File: config.mk
export PLATFORM = sky130hd
export DESIGN_NAME = ts_sync_acquire_monitor_flat
export DESIGN_NICKNAME = d
export VERILOG_FILES = /design/src/rtl/core/tssam_pkg.sv /design/src/rtl/core/tssam_if.sv /design/src/rtl/core/tssam_state_ram.sv /design/src/rtl/core/tssam_update.sv /design/src/rtl/core/ts_sync_acquire_monitor.sv /design/src/flat_wrapper.sv
export SDC_FILE = /design/constraint.sdc
export NUM_CORES = 1
export LEC_CHECK = 0
export ABC_CLOCK_PERIOD_IN_PS = 10150
export BUFFER_PORTS_ARGS = -buffer_cell sky130_fd_sc_hd__buf_2
export CORE_MARGIN = 3
export CORE_UTILIZATION = 35
export CTS_BUF_LIST = sky130_fd_sc_hd__clkbuf_4
export CTS_CLUSTER_DIAMETER = 50
export DETAILED_ROUTE_END_ITERATION = 7
export HOLD_SLACK_MARGIN = 0.15
export PLACE_DENSITY = 0.51
export SYNTH_ARGS = -nofsm -noshare
export SYNTH_HDL_FRONTEND = slang
export SYNTH_SLANG_ARGS = --single-unit
File: constraint.sdc
create_clock -name clk -period 10.15 [get_ports clk]
set_input_delay 0.5075 -clock clk [delete_from_list [all_inputs] [get_ports clk]]
set_output_delay 0.5075 -clock clk [all_outputs]
set_load 0.005 [all_outputs]
File: src/rtl/core/tssam_pkg.sv
`default_nettype none

package tssam_pkg;

    localparam logic [7:0] TS_SYNC_MARK       = 8'h47;
    localparam logic [7:0] DEFAULT_PKT_LEN    = 8'd188;
    localparam logic [3:0] DEFAULT_ACQUIRE    = 4'd5;

    localparam int         CFG_IDX_W          = 1;
    localparam logic [CFG_IDX_W-1:0] CFG_PACKET_LENGTH = 1'b0;
    localparam logic [CFG_IDX_W-1:0] CFG_ACQUIRE_COUNT = 1'b1;
    localparam int         CFG_DATA_W         = 8;

    typedef struct packed {
        logic        in_sync;
        logic [3:0]  good_run;
        logic        loss_pending;
        logic [31:0] position;
    } chan_state_t;

    typedef struct packed {
        logic        packet_valid;
        logic        sync_loss_event;
        logic        sync_byte_error;
        logic [31:0] byte_position;
        logic        position_carry;
    } result_t;

endpackage

`default_nettype wire

File: src/rtl/core/tssam_if.sv
`default_nettype none

interface tssam_in_if;
    logic       valid;
    logic       ready;
    logic       channel;
    logic [7:0] first_byte;

    modport source (output valid, output channel, output first_byte, input ready);
    modport sink   (input valid, input channel, input first_byte, output ready);
endinterface

interface tssam_out_if;
    logic        valid;
    logic        ready;
    logic        packet_valid;
    logic        sync_loss_event;
    logic        sync_byte_error;
    logic [31:0] byte_position;
    logic        position_carry;

    modport source (output valid, output packet_valid, output sync_loss_event,
                    output sync_byte_error, output byte_position,
                    output position_carry, input ready);
    modport sink   (input valid, input packet_valid, input sync_loss_event,
                    input sync_byte_error, input byte_position,
                    input position_carry, output ready);
endinterface

`default_nettype wire

File: src/rtl/core/tssam_state_ram.sv
`default_nettype none

module tssam_state_ram
    import tssam_pkg::*;
#(
    parameter int DEPTH  = 2,
    parameter int ADDR_W = 1
)
(
    input  wire logic              clk,
    input  wire logic              rst_n,
    input  wire logic              rd_en,
    input  wire logic [ADDR_W-1:0] rd_addr,
    output chan_state_t            rd_data,
    input  wire logic              wr_en,
    input  wire logic [ADDR_W-1:0] wr_addr,
    input  wire chan_state_t       wr_data
);

    chan_state_t             mem [DEPTH];
    chan_state_t             rd_raw_reg;
    logic [DEPTH-1:0]        vld_reg;
    logic                    rd_vld_reg;

    always_ff @(posedge clk)
    begin
        if (wr_en)
        begin
            mem[wr_addr] <= wr_data;
        end
        if (rd_en)
        begin
            rd_raw_reg <= mem[rd_addr];
        end
    end

    // An entry never written since reset reads as the all-zero state.
    always_ff @(posedge clk or negedge rst_n)
    begin
        if (!rst_n)
        begin
            vld_reg    <= '0;
            rd_vld_reg <= 1'b0;
        end
        else
        begin
            if (wr_en)
            begin
                vld_reg[wr_addr] <= 1'b1;
            end
            if (rd_en)
            begin
                rd_vld_reg <= vld_reg[rd_addr];
            end
        end
    end

    assign rd_data = rd_vld_reg ? rd_raw_reg : '0;

endmodule

`default_nettype wire

File: src/rtl/core/tssam_update.sv
`default_nettype none

module tssam_update
    import tssam_pkg::*;
(
    input  wire chan_state_t  cur_state,
    input  wire logic [7:0]   first_byte,
    input  wire logic [7:0]   packet_length,
    input  wire logic [3:0]   acquire_count,
    output chan_state_t       new_state,
    output result_t           res
);

    logic [32:0] pos_sum;
    logic        carry;
    logic [31:0] new_pos;
    logic [4:0]  run;
    logic        is_sync;

    // A wrap adds one extra byte: len - (MAX - pos) equals pos + len + 1 mod 2^32.
    assign pos_sum = {1'b0, cur_state.position} + 33'(packet_length);
    assign carry   = pos_sum[32];
    assign new_pos = pos_sum[31:0] + 32'(carry);
    assign run     = {1'b0, cur_state.good_run} + 5'd1;
    assign is_sync = (first_byte == TS_SYNC_MARK);

    always_comb
    begin
        new_state          = cur_state;
        new_state.position = new_pos;
        res                = '0;
        res.byte_position  = new_pos;
        res.position_carry = carry;
        if (!cur_state.in_sync)
        begin
            if (is_sync)
            begin
                if (run >= {1'b0, acquire_count})
                begin
                    new_state.in_sync  = 1'b1;
                    new_state.good_run = 4'd0;
                    if (cur_state.loss_pending)
                    begin
                        res.sync_loss_event    = 1'b1;
                        new_state.loss_pending = 1'b0;
                    end
                end
                else
                begin
                    new_state.good_run = run[3:0];
                end
            end
            else
            begin
                res.sync_byte_error = cur_state.loss_pending;
                new_state.good_run  = 4'd0;
            end
        end
        else
        begin
            if (is_sync)
            begin
                res.packet_valid = 1'b1;
            end
            else
            begin
                new_state.loss_pending = 1'b1;
                new_state.in_sync      = 1'b0;
                new_state.good_run     = 4'd0;
            end
        end
    end

endmodule

`default_nettype wire

File: src/rtl/core/ts_sync_acquire_monitor.sv
// Transport-stream sync acquisition and loss monitor, one state entry per channel.
// Item channel: one transaction per packet carries the channel number and the
// packet's first byte. Result channel: one transaction per item whose channel
// is below CHANNELS, with validity, sync-loss and sync-byte-error flags, the
// channel byte position after the packet and its wrap carry. Items for a
// channel at or above CHANNELS are taken and dropped without a result.
// The configuration port writes packet_length (index 0) and acquire_count
// (index 1); write it only while no transaction is in flight.
// Pipeline: an accepted item is registered in the read stage and its result in
// the output register. Throughput: one item per cycle while the receiver does
// not stall, set by the single read-modify-write pass over the channel state
// memory; a state written to the same channel during a read is forwarded.
// Reset clears all channel state to zero at once through per-entry valid
// bits and loads the register defaults (188 bytes, 5 sync bytes).
// When the receiver stalls, the result is held in the output register, one
// further item waits in the read stage, and then the item channel stalls.
`default_nettype none

module ts_sync_acquire_monitor
    import tssam_pkg::*;
#(
    parameter int CHANNELS = 2
)
(
    input  wire logic                  clk,
    input  wire logic                  rst_n,
    input  wire logic                  cfg_we,
    input  wire logic [CFG_IDX_W-1:0]  cfg_index,
    input  wire logic [CFG_DATA_W-1:0] cfg_wdata,
    tssam_in_if.sink                   item,
    tssam_out_if.source                result
);

    localparam int IDX_W = (CHANNELS > 1) ? $clog2(CHANNELS) : 1;

    logic [7:0]       packet_length_reg;
    logic [3:0]       acquire_count_reg;

    logic             s1_valid_reg;
    logic             s1_valid_next;
    logic [IDX_W-1:0] s1_chan_reg;
    logic [7:0]       s1_byte_reg;
    logic             fwd_hit_reg;
    chan_state_t      fwd_state_reg;

    logic             out_valid_reg;
    logic             out_valid_next;
    result_t          out_res_reg;

    logic             in_range;
    logic             accept;
    logic             take;
    logic             s1_adv;
    logic [IDX_W-1:0] in_idx;

    chan_state_t      ram_rd_data;
    chan_state_t      cur_state;
    chan_state_t      upd_state;
    result_t          upd_res;

    assign in_idx     = IDX_W'(item.channel);
    assign in_range   = (CHANNELS > 1) || (item.channel == 1'b0);
    assign s1_adv     = s1_valid_reg && (!out_valid_reg || result.ready);
    assign item.ready = !s1_valid_reg || s1_adv;
    assign accept     = item.valid && item.ready;
    assign take       = accept && in_range;

    always_ff @(posedge clk or negedge rst_n)
    begin
        if (!rst_n)
        begin
            packet_length_reg <= DEFAULT_PKT_LEN;
            acquire_count_reg <= DEFAULT_ACQUIRE;
        end
        else if (cfg_we)
        begin
            case (cfg_index)
                CFG_PACKET_LENGTH: packet_length_reg <= cfg_wdata[7:0];
                CFG_ACQUIRE_COUNT: acquire_count_reg <= cfg_wdata[3:0];
                default:           ;
            endcase
        end
    end

    tssam_state_ram #(
        .DEPTH  (CHANNELS),
        .ADDR_W (IDX_W)
    ) u_state_ram (
        .clk     (clk),
        .rst_n   (rst_n),
        .rd_en   (take),
        .rd_addr (in_idx),
        .rd_data (ram_rd_data),
        .wr_en   (s1_adv),
        .wr_addr (s1_chan_reg),
        .wr_data (upd_state)
    );

    // The memory read of a new item races the write of the item ahead of it.
    assign cur_state = fwd_hit_reg ? fwd_state_reg : ram_rd_data;

    tssam_update u_update (
        .cur_state     (cur_state),
        .first_byte    (s1_byte_reg),
        .packet_length (packet_length_reg),
        .acquire_count (acquire_count_reg),
        .new_state     (upd_state),
        .res           (upd_res)
    );

    always_comb
    begin
        s1_valid_next = s1_valid_reg;
        if (take)
        begin
            s1_valid_next = 1'b1;
        end
        else if (s1_adv)
        begin
            s1_valid_next = 1'b0;
        end

        out_valid_next = out_valid_reg;
        if (s1_adv)
        begin
            out_valid_next = 1'b1;
        end
        else if (result.ready)
        begin
            out_valid_next = 1'b0;
        end
    end

    always_ff @(posedge clk or negedge rst_n)
    begin
        if (!rst_n)
        begin
            s1_valid_reg  <= 1'b0;
            fwd_hit_reg   <= 1'b0;
            out_valid_reg <= 1'b0;
        end
        else
        begin
            s1_valid_reg  <= s1_valid_next;
            out_valid_reg <= out_valid_next;
            if (take)
            begin
                fwd_hit_reg <= s1_adv && (s1_chan_reg == in_idx);
            end
        end
    end

    always_ff @(posedge clk)
    begin
        if (take)
        begin
            s1_chan_reg   <= in_idx;
            s1_byte_reg   <= item.first_byte;
            fwd_state_reg <= upd_state;
        end
        if (s1_adv)
        begin
            out_res_reg <= upd_res;
        end
    end

    assign result.valid           = out_valid_reg;
    assign result.packet_valid    = out_res_reg.packet_valid;
    assign result.sync_loss_event = out_res_reg.sync_loss_event;
    assign result.sync_byte_error = out_res_reg.sync_byte_error;
    assign result.byte_position   = out_res_reg.byte_position;
    assign result.position_carry  = out_res_reg.position_carry;

`ifndef SYNTHESIS
    a_stall_blocks_input: assert property (@(posedge clk) disable iff (!rst_n)
        (s1_valid_reg && out_valid_reg && !result.ready) |-> !item.ready)
        else $error("item taken while both stages are full and stalled");

    a_forward_on_hazard: assert property (@(posedge clk) disable iff (!rst_n)
        (take && s1_adv && (s1_chan_reg == in_idx)) |=> fwd_hit_reg)
        else $error("same-channel back-to-back item missed forwarding");

    a_carry_small_pos: assert property (@(posedge clk) disable iff (!rst_n)
        (result.valid && result.position_carry)
            |-> (result.byte_position <= 32'(packet_length_reg)))
        else $error("wrapped position exceeds packet length");

    a_flags_exclusive: assert property (@(posedge clk) disable iff (!rst_n)
        result.valid |-> !(result.packet_valid && result.sync_loss_event))
        else $error("valid packet reported together with sync regain");
`endif

endmodule

`default_nettype wire
File: src/flat_wrapper.sv
// flat-port wrapper written by rule: the top's interface ports become plain ports
module ts_sync_acquire_monitor_flat import tssam_pkg::*;
#(
    parameter int CHANNELS = 2
)
  (clk, rst_n, cfg_we, cfg_index, cfg_wdata, item_valid, item_channel, item_first_byte, item_ready, result_valid, result_packet_valid, result_sync_loss_event, result_sync_byte_error, result_byte_position, result_position_carry, result_ready);
  tssam_in_if item_i ();
  tssam_out_if result_i ();
  input  wire logic clk;
  input  wire logic rst_n;
  input  wire logic cfg_we;
  input  wire logic [CFG_IDX_W-1:0] cfg_index;
  input  wire logic [CFG_DATA_W-1:0] cfg_wdata;
  input wire logic [$bits(item_i.valid)-1:0] item_valid;
  input wire logic [$bits(item_i.channel)-1:0] item_channel;
  input wire logic [$bits(item_i.first_byte)-1:0] item_first_byte;
  output wire logic [$bits(item_i.ready)-1:0] item_ready;
  output wire logic [$bits(result_i.valid)-1:0] result_valid;
  output wire logic [$bits(result_i.packet_valid)-1:0] result_packet_valid;
  output wire logic [$bits(result_i.sync_loss_event)-1:0] result_sync_loss_event;
  output wire logic [$bits(result_i.sync_byte_error)-1:0] result_sync_byte_error;
  output wire logic [$bits(result_i.byte_position)-1:0] result_byte_position;
  output wire logic [$bits(result_i.position_carry)-1:0] result_position_carry;
  input wire logic [$bits(result_i.ready)-1:0] result_ready;
  assign item_i.valid = item_valid;
  assign item_i.channel = item_channel;
  assign item_i.first_byte = item_first_byte;
  assign item_ready = item_i.ready;
  assign result_valid = result_i.valid;
  assign result_packet_valid = result_i.packet_valid;
  assign result_sync_loss_event = result_i.sync_loss_event;
  assign result_sync_byte_error = result_i.sync_byte_error;
  assign result_byte_position = result_i.byte_position;
  assign result_position_carry = result_i.position_carry;
  assign result_i.ready = result_ready;
  ts_sync_acquire_monitor #(.CHANNELS(CHANNELS)) u_core (.clk(clk), .rst_n(rst_n), .cfg_we(cfg_we), .cfg_index(cfg_index), .cfg_wdata(cfg_wdata), .item(item_i), .result(result_i));
endmodule
# --- Word level (Yosys, flattened, before mapping) ---
# Memory sizes are Yosys's and may differ from the RTL's. A register that Yosys moved wholly into a read port is not among the register bits.
# Cells that the tools add are included.
op_classes:
  n_addsub: 3
  n_lt_le_gt_ge: 4
  n_eq_ne: 2
  muxes: 22
  bitwise: 4
  reduce_logical: 14
ops:
  columns: ["operator", "count"]
  rows:
  - ["two-way mux 38 bit", 2]
  - ["adder 32 x 8 -> 33 bit", 1]
  - ["adder 32 x 1 -> 32 bit", 1]
  - ["two-way mux 1 bit", 15]
  - ["two-way mux 6 bit", 2]
  - ["== test 8 x 7 -> 1 bit (second input constant)", 1]
  - ["two-way mux 4 bit", 2]
  - ["adder 4 x 1 -> 5 bit (second input constant)", 1]
  - [">= comparator 5 x 4 -> 1 bit", 1]
  - ["logical AND 1 bit", 4]
  - ["< comparator 1 x 2 -> 1 bit (second input constant)", 2]
  - ["AND reduction 2 bit", 2]
  - ["nonzero test 2 bit", 2]
  - ["NOT 1 bit", 3]
  - ["OR reduction 3 bit", 1]
  - ["logical NOT 1 bit", 2]
  - ["logical OR 1 bit", 2]
  - ["bitwise OR 2 bit", 1]
  - ["OR reduction 2 bit", 1]
  - ["demux 1 bit (select 1 bit)", 1]
  - ["== test 1 bit", 1]
  - [">= comparator 1 bit (second input constant)", 1]
totals:
  ff_bits: 101
  ramBits: 76
  input_bits: 23
  out_inout_bits: 38
  wordCells: 68
  n_memories: 1
memory_table:
  columns: ["memory", "words", "width", "read_ports", "rd_clocked_by_memory_dff", "write_ports", "line_no", "text"]
  rows:
  - ["u_core.u_state_ram.mem", 2, 38, 1, 1, 1, "tssam_state_ram.sv:20", "chan_state_t mem [DEPTH];"]

# --- Longest topological paths before layout ---
logic_depth:
  depth_word: 7
  depth_mapped: 22
  depth_no_buf: 18

# --- Cells and area by module ---
# A second synthesis with hierarchy kept.
unflattened:
  hier_cells: 692
  hier_area_um2: 10231.1
by_module_without_submodules:
  columns: ["mod", "n_inst", "cells_per_inst", "area_per_inst_um2", "seq_area_each_um2"]
  rows:
  - ["tssam_state_ram", 1, 208, 4302.9, 3498.4]
  - ["ts_sync_acquire_monitor", 1, 164, 3584.7, 2876.5]
  - ["tssam_update", 1, 320, 2343.5, 0.0]

# --- Least setup slack after synthesis ---
# OpenSTA, ideal clock, no wires.
synth_timing:
  kind: "reg-to-reg"
  startpoint: "reg u_core.fwd_hit_reg"
  endpoint: "reg u_core.fwd_state_reg[30] (netlist bit) (data pin)"
  setup_time_ps: 274
  arrival_time_ps: 5195
  required_ps: 9876
  slack_ps: 4681
  stages_incl_launch_ff: 23
  path_buffers: 5
  period_less_slack_ps: 5469
  path_cell_list: "dfrtp_1 -> buf_2 -> buf_2 -> buf_2 -> buf_1 -> clkbuf_1 -> a22o_1 -> ha_1 -> inv_1 -> fa_1 -> nand2b_1 -> a211oi_4 -> o211ai_1 -> nor3_1 -> ha_1 -> ha_1 -> nand2_1 -> a21o_1 -> or4_1 -> nor4b_2 -> nand3_1 -> nor4_2 -> xnor2_1"
synth_rtl:
  columns: ["item", "line_no", "text"]
  rows:
  - ["start, declared", "ts_sync_acquire_monitor.sv:43", "logic fwd_hit_reg;"]
  - ["start signal, assigned", "ts_sync_acquire_monitor.sv:148", "fwd_hit_reg <= s1_adv && (s1_chan_reg == in_idx);"]
  - ["end signal, assigned", "ts_sync_acquire_monitor.sv:159", "fwd_state_reg <= upd_state;"]
  - ["end, declared", "ts_sync_acquire_monitor.sv:44", "chan_state_t fwd_state_reg;"]

==> impl_metrics.toml <==
[run_status]
status = "complete, no violations"

[die]
core_um2 = 26500
start_util = 0.362
pin_count = 61
die_area_um2 = 29400
die_x_um = 172
row_count = 59
die_h_um = 172

[placed_design]
hpwl_um = 13400
port_buffers = 60
dpl_cell_area_um2 = 10300
place.gp.congestion = 0.832
placed_cells = 1037

[global_routing]
grt-ovfl-total = 0
grt_pass1_vias = 6240
antenna_found_initial = 1
grt_max_degree = 79
track_usage = 0.149
grt_pass1_wl_um = 33900

[power_and_ir_drop]
seqPwrFrac = 0.492
switching_share = 0.287
vdd_drop_max_mv = 0.0756
leakagePower_nw = 4.06
p_clk_frac = 0.319
power.density_nw_per_um2 = 212
p_switching_uw = 683
internal_power_mw = 1.70
p_comb_frac = 0.189

[setup_path]
required_ps = 10640
cpMaxStageDelayCell = "and2b_1"
crit_path_max_incr_delay_ps = 890
critPathMaxFanout = 28
reg2reg_slack_ps = 4090
setup.worst_path.end_class = "flop"
crit_chain = "buf_4 -> and2b_1 -> a22o_1 -> ha_1 -> inv_1 -> fa_1 -> nand2b_1 -> a211oi_4 -> o211ai_1 -> nor3_1 -> ha_1 -> ha_1 -> nand2_1 -> a21o_1 -> or4_1 -> nor2_2 -> nand4b_2 -> nor4b_2 -> xor2_1"
path_common_cell = "ha_1"
crit_type = "flop to flop"
critPathBufInv = 2
cp_data_arrival_time_ps = 6550
r2r_start = "u_core.u_state_ram.rd_vld_reg$_DFFE_PN0P_"
cp-start-kind = "flop"
reg2regPathDepth = 19
timing.rr.end = "u_core.u_state_ram.mem[1][26]$_DFFE_PP_"
critPathTopFamily = "simple AND/OR/NAND/NOR gates"

[timing]
max_freq_mhz = 165
fin_crit_sh = 0.597
maxSlewHeadroom = 0.281
fin_tns_setup_ps = 0
period_needed_ps = 6060
finalClockSkew_ps = 48.6
worst_slew_pin_slew_ps = 1080
final_max_slew_viol_count = 0
setup_violations = 0
rsz0062_at_grt = "false"
hold_viol_final = 0

[detailed_routing]
routed_wl_um = 21500
ant_nets = 0
routedWlPerCell_um = 18.4
routed_via_density = 5.10
drt_iter0_drc = 446
vias = 5937
firstDrtPassIters = 5
drc = 0

[clock_tree]
cts_buffer_depth = 3
ctsResizeCount = 0
clk_pin_slew_ps = 70
cts.root.buffer_cell = "clkbuf_4"
cts_buffers = 56
cts.sinks = 215
clk_latency_ps = 690
cts_setup_buffers = 0
cts_tree = "done"
htreeDepth = 2

[layout]
nets = 819
seqCellArea_um2 = 6380
fillCellCount = 2470
fin_cells = 1165
multi_input_area_um2 = 3050
stdcell_area_um2 = 11200
area_delta_synth_final_pct = 17.0
largest_register_ffs = 76
drive_above_1_share = 0.289

[min_path]
min_from = "cfg_index"
hp-class = "input port to flop"
min_to = "u_core.acquire_count_reg[2]$_DFFE_PN1P_"
whs_path_depth = 3

[synth]
yosys_warnings = 0
ys_seq_elements = 215
syn_area_um2 = 9590
ys_async_sr_fraction = 0.0837
synth-main-ff-cell = "edfxtp_1"
syn_area_per_cell_um2 = 14.6
synth_edf_count = 197
synthCells = 658
yosysSeqAreaShare = 0.665
ys_types = 67
synth_nets = 697

[run]
maxCapViolCount = 0
## how the worst max path moves through the flow
stage / startpoint / endpoint / depth (start not counted)
floorplan: u_core.fwd_hit_reg$_DFFE_PN0P_ / u_core.fwd_state_reg[30]$_DFFE_PP_ / 22
finish: u_core.u_state_ram.rd_vld_reg$_DFFE_PN0P_ / u_core.u_state_ram.mem[1][26]$_DFFE_PP_ / 19
global placement: u_core.u_state_ram.rd_vld_reg$_DFFE_PN0P_ / u_core.result.byte_position[28]$_DFFE_PP_ / 19
detailed placement: u_core.u_state_ram.rd_vld_reg$_DFFE_PN0P_ / u_core.fwd_state_reg[26]$_DFFE_PP_ / 19
CTS: u_core.u_state_ram.rd_vld_reg$_DFFE_PN0P_ / u_core.u_state_ram.mem[1][26]$_DFFE_PP_ / 19
global route: u_core.u_state_ram.rd_vld_reg$_DFFE_PN0P_ / u_core.u_state_ram.mem[1][26]$_DFFE_PP_ / 19
## cells in the mapped netlist (10+ instances only)
library cell / instances / share of area
edfxtp_1: 197 / 0.62
nand2_1: 53 / 0.021
mux2_2: 50 / 0.059
nor2_1: 28 / 0.011
xnor2_1: 24 / 0.022
xor2_1: 22 / 0.020
a22oi_1: 19 / 0.015
a21oi_1: 16 / 0.0083
inv_1: 16 / 0.0063
nand3_1: 16 / 0.0083
a22o_1: 15 / 0.014
ha_1: 15 / 0.020
o21ai_0: 14 / 0.0073
nand3b_1: 13 / 0.010
dfrtp_1: 11 / 0.029
nor3_1: 10 / 0.0052
## stage by stage
step	worst slack [ps]	hold WS, ps	power (mW)	util
global route	3540	246	2.52	0.423
floorplan	4680	212	1.49	-
finish	4090	284	2.38	0.423
CTS	3960	219	2.42	0.423
detailed placement	3980	459	1.63	0.387
global placement	4150	452	1.62	0.387
## power groups by stage
stage                     combinational, mW  clock [mW]  sequential, mW
final                                 0.449       0.759            1.17
after floorplan                       0.312           0            1.18
after global routing                  0.502       0.840            1.18
after global placement                0.436           0            1.19
after detailed placement              0.444           0            1.19
after CTS                             0.454       0.789            1.17
## layer usage
layer  track usage  wire length [um]  vias to the layer above
met5             0                 0                        -
met4        0.0465               409                        0
met3        0.0354              1070                       37
met2         0.241             10100                      154
met1         0.199              9920                     2910
li1              -                 -                     2836
## layout make-up
cell class | instances | area share
tap | 335 | 0.0374
inverter | 16 | 0.00547
antenna | 2 | 0.000446
multi-input combinational | 404 | 0.272
sequential | 215 | 0.568
clock buffer | 82 | 0.0549
timing repair buffer | 87 | 0.0493
clock inverter | 24 | 0.0118
## worst register-to-register path: cells and delay by family (launching register included)
family	cells	cell delay, ps
AO/OA/AOI/OAI	4	1110
XOR/XNOR	1	270
adder cells (fa/ha/maj)	4	940
buffers and inverters	2	360
flip-flops	1	320
AND/OR/NAND/NOR	8	2860
## kinds of logic after synthesis
kind of cell / after synthesis / share of synthesized area
buf+inv: 39 / 0.0177
simple gates: 187 / 0.113
fa+ha+maj: 16 / 0.0217
xor+xnor: 46 / 0.0420
compound gates: 104 / 0.0808
flops: 215 / 0.665
mux: 51 / 0.0598
## placed cells by master, fill, tap and decap left out, drive strengths merged, types with 3 or more instances in the layout
cell type	Yosys	final
edfxtp	197	197
clkbuf	8	82
buf	15	67
nand2	53	53
mux2	50	50
nor2	29	29
clkinv	0	25
xnor2	24	24
xor2	22	22
dlygate4sd3	0	20
a22oi	20	20
nand3	18	18
a21oi	16	16
o21ai	16	16
a22o	15	15
ha	15	15
inv	16	14
nand3b	13	13
dfrtp	11	11
nor3	10	10
o211ai	10	10
nand4b	10	10
nand4	9	9
dfstp	7	7
nor4	7	7
nand2b	6	6
and2	5	5
a211oi	5	5
nor4b	5	5
or2	4	4
a21o	4	4
nor2b	4	4
a222oi	3	3
o22ai	3	3
or3	3	3
o2111ai	3	3
o31ai	3	3
and3	3	3
## timing repair
item                                    CTS  global route
endpoints found under the setup margin    0             0
hold buffers                             20             0
hold endpoints to repair                 40             0
Note: power is estimated with default switching activity, not from simulation.
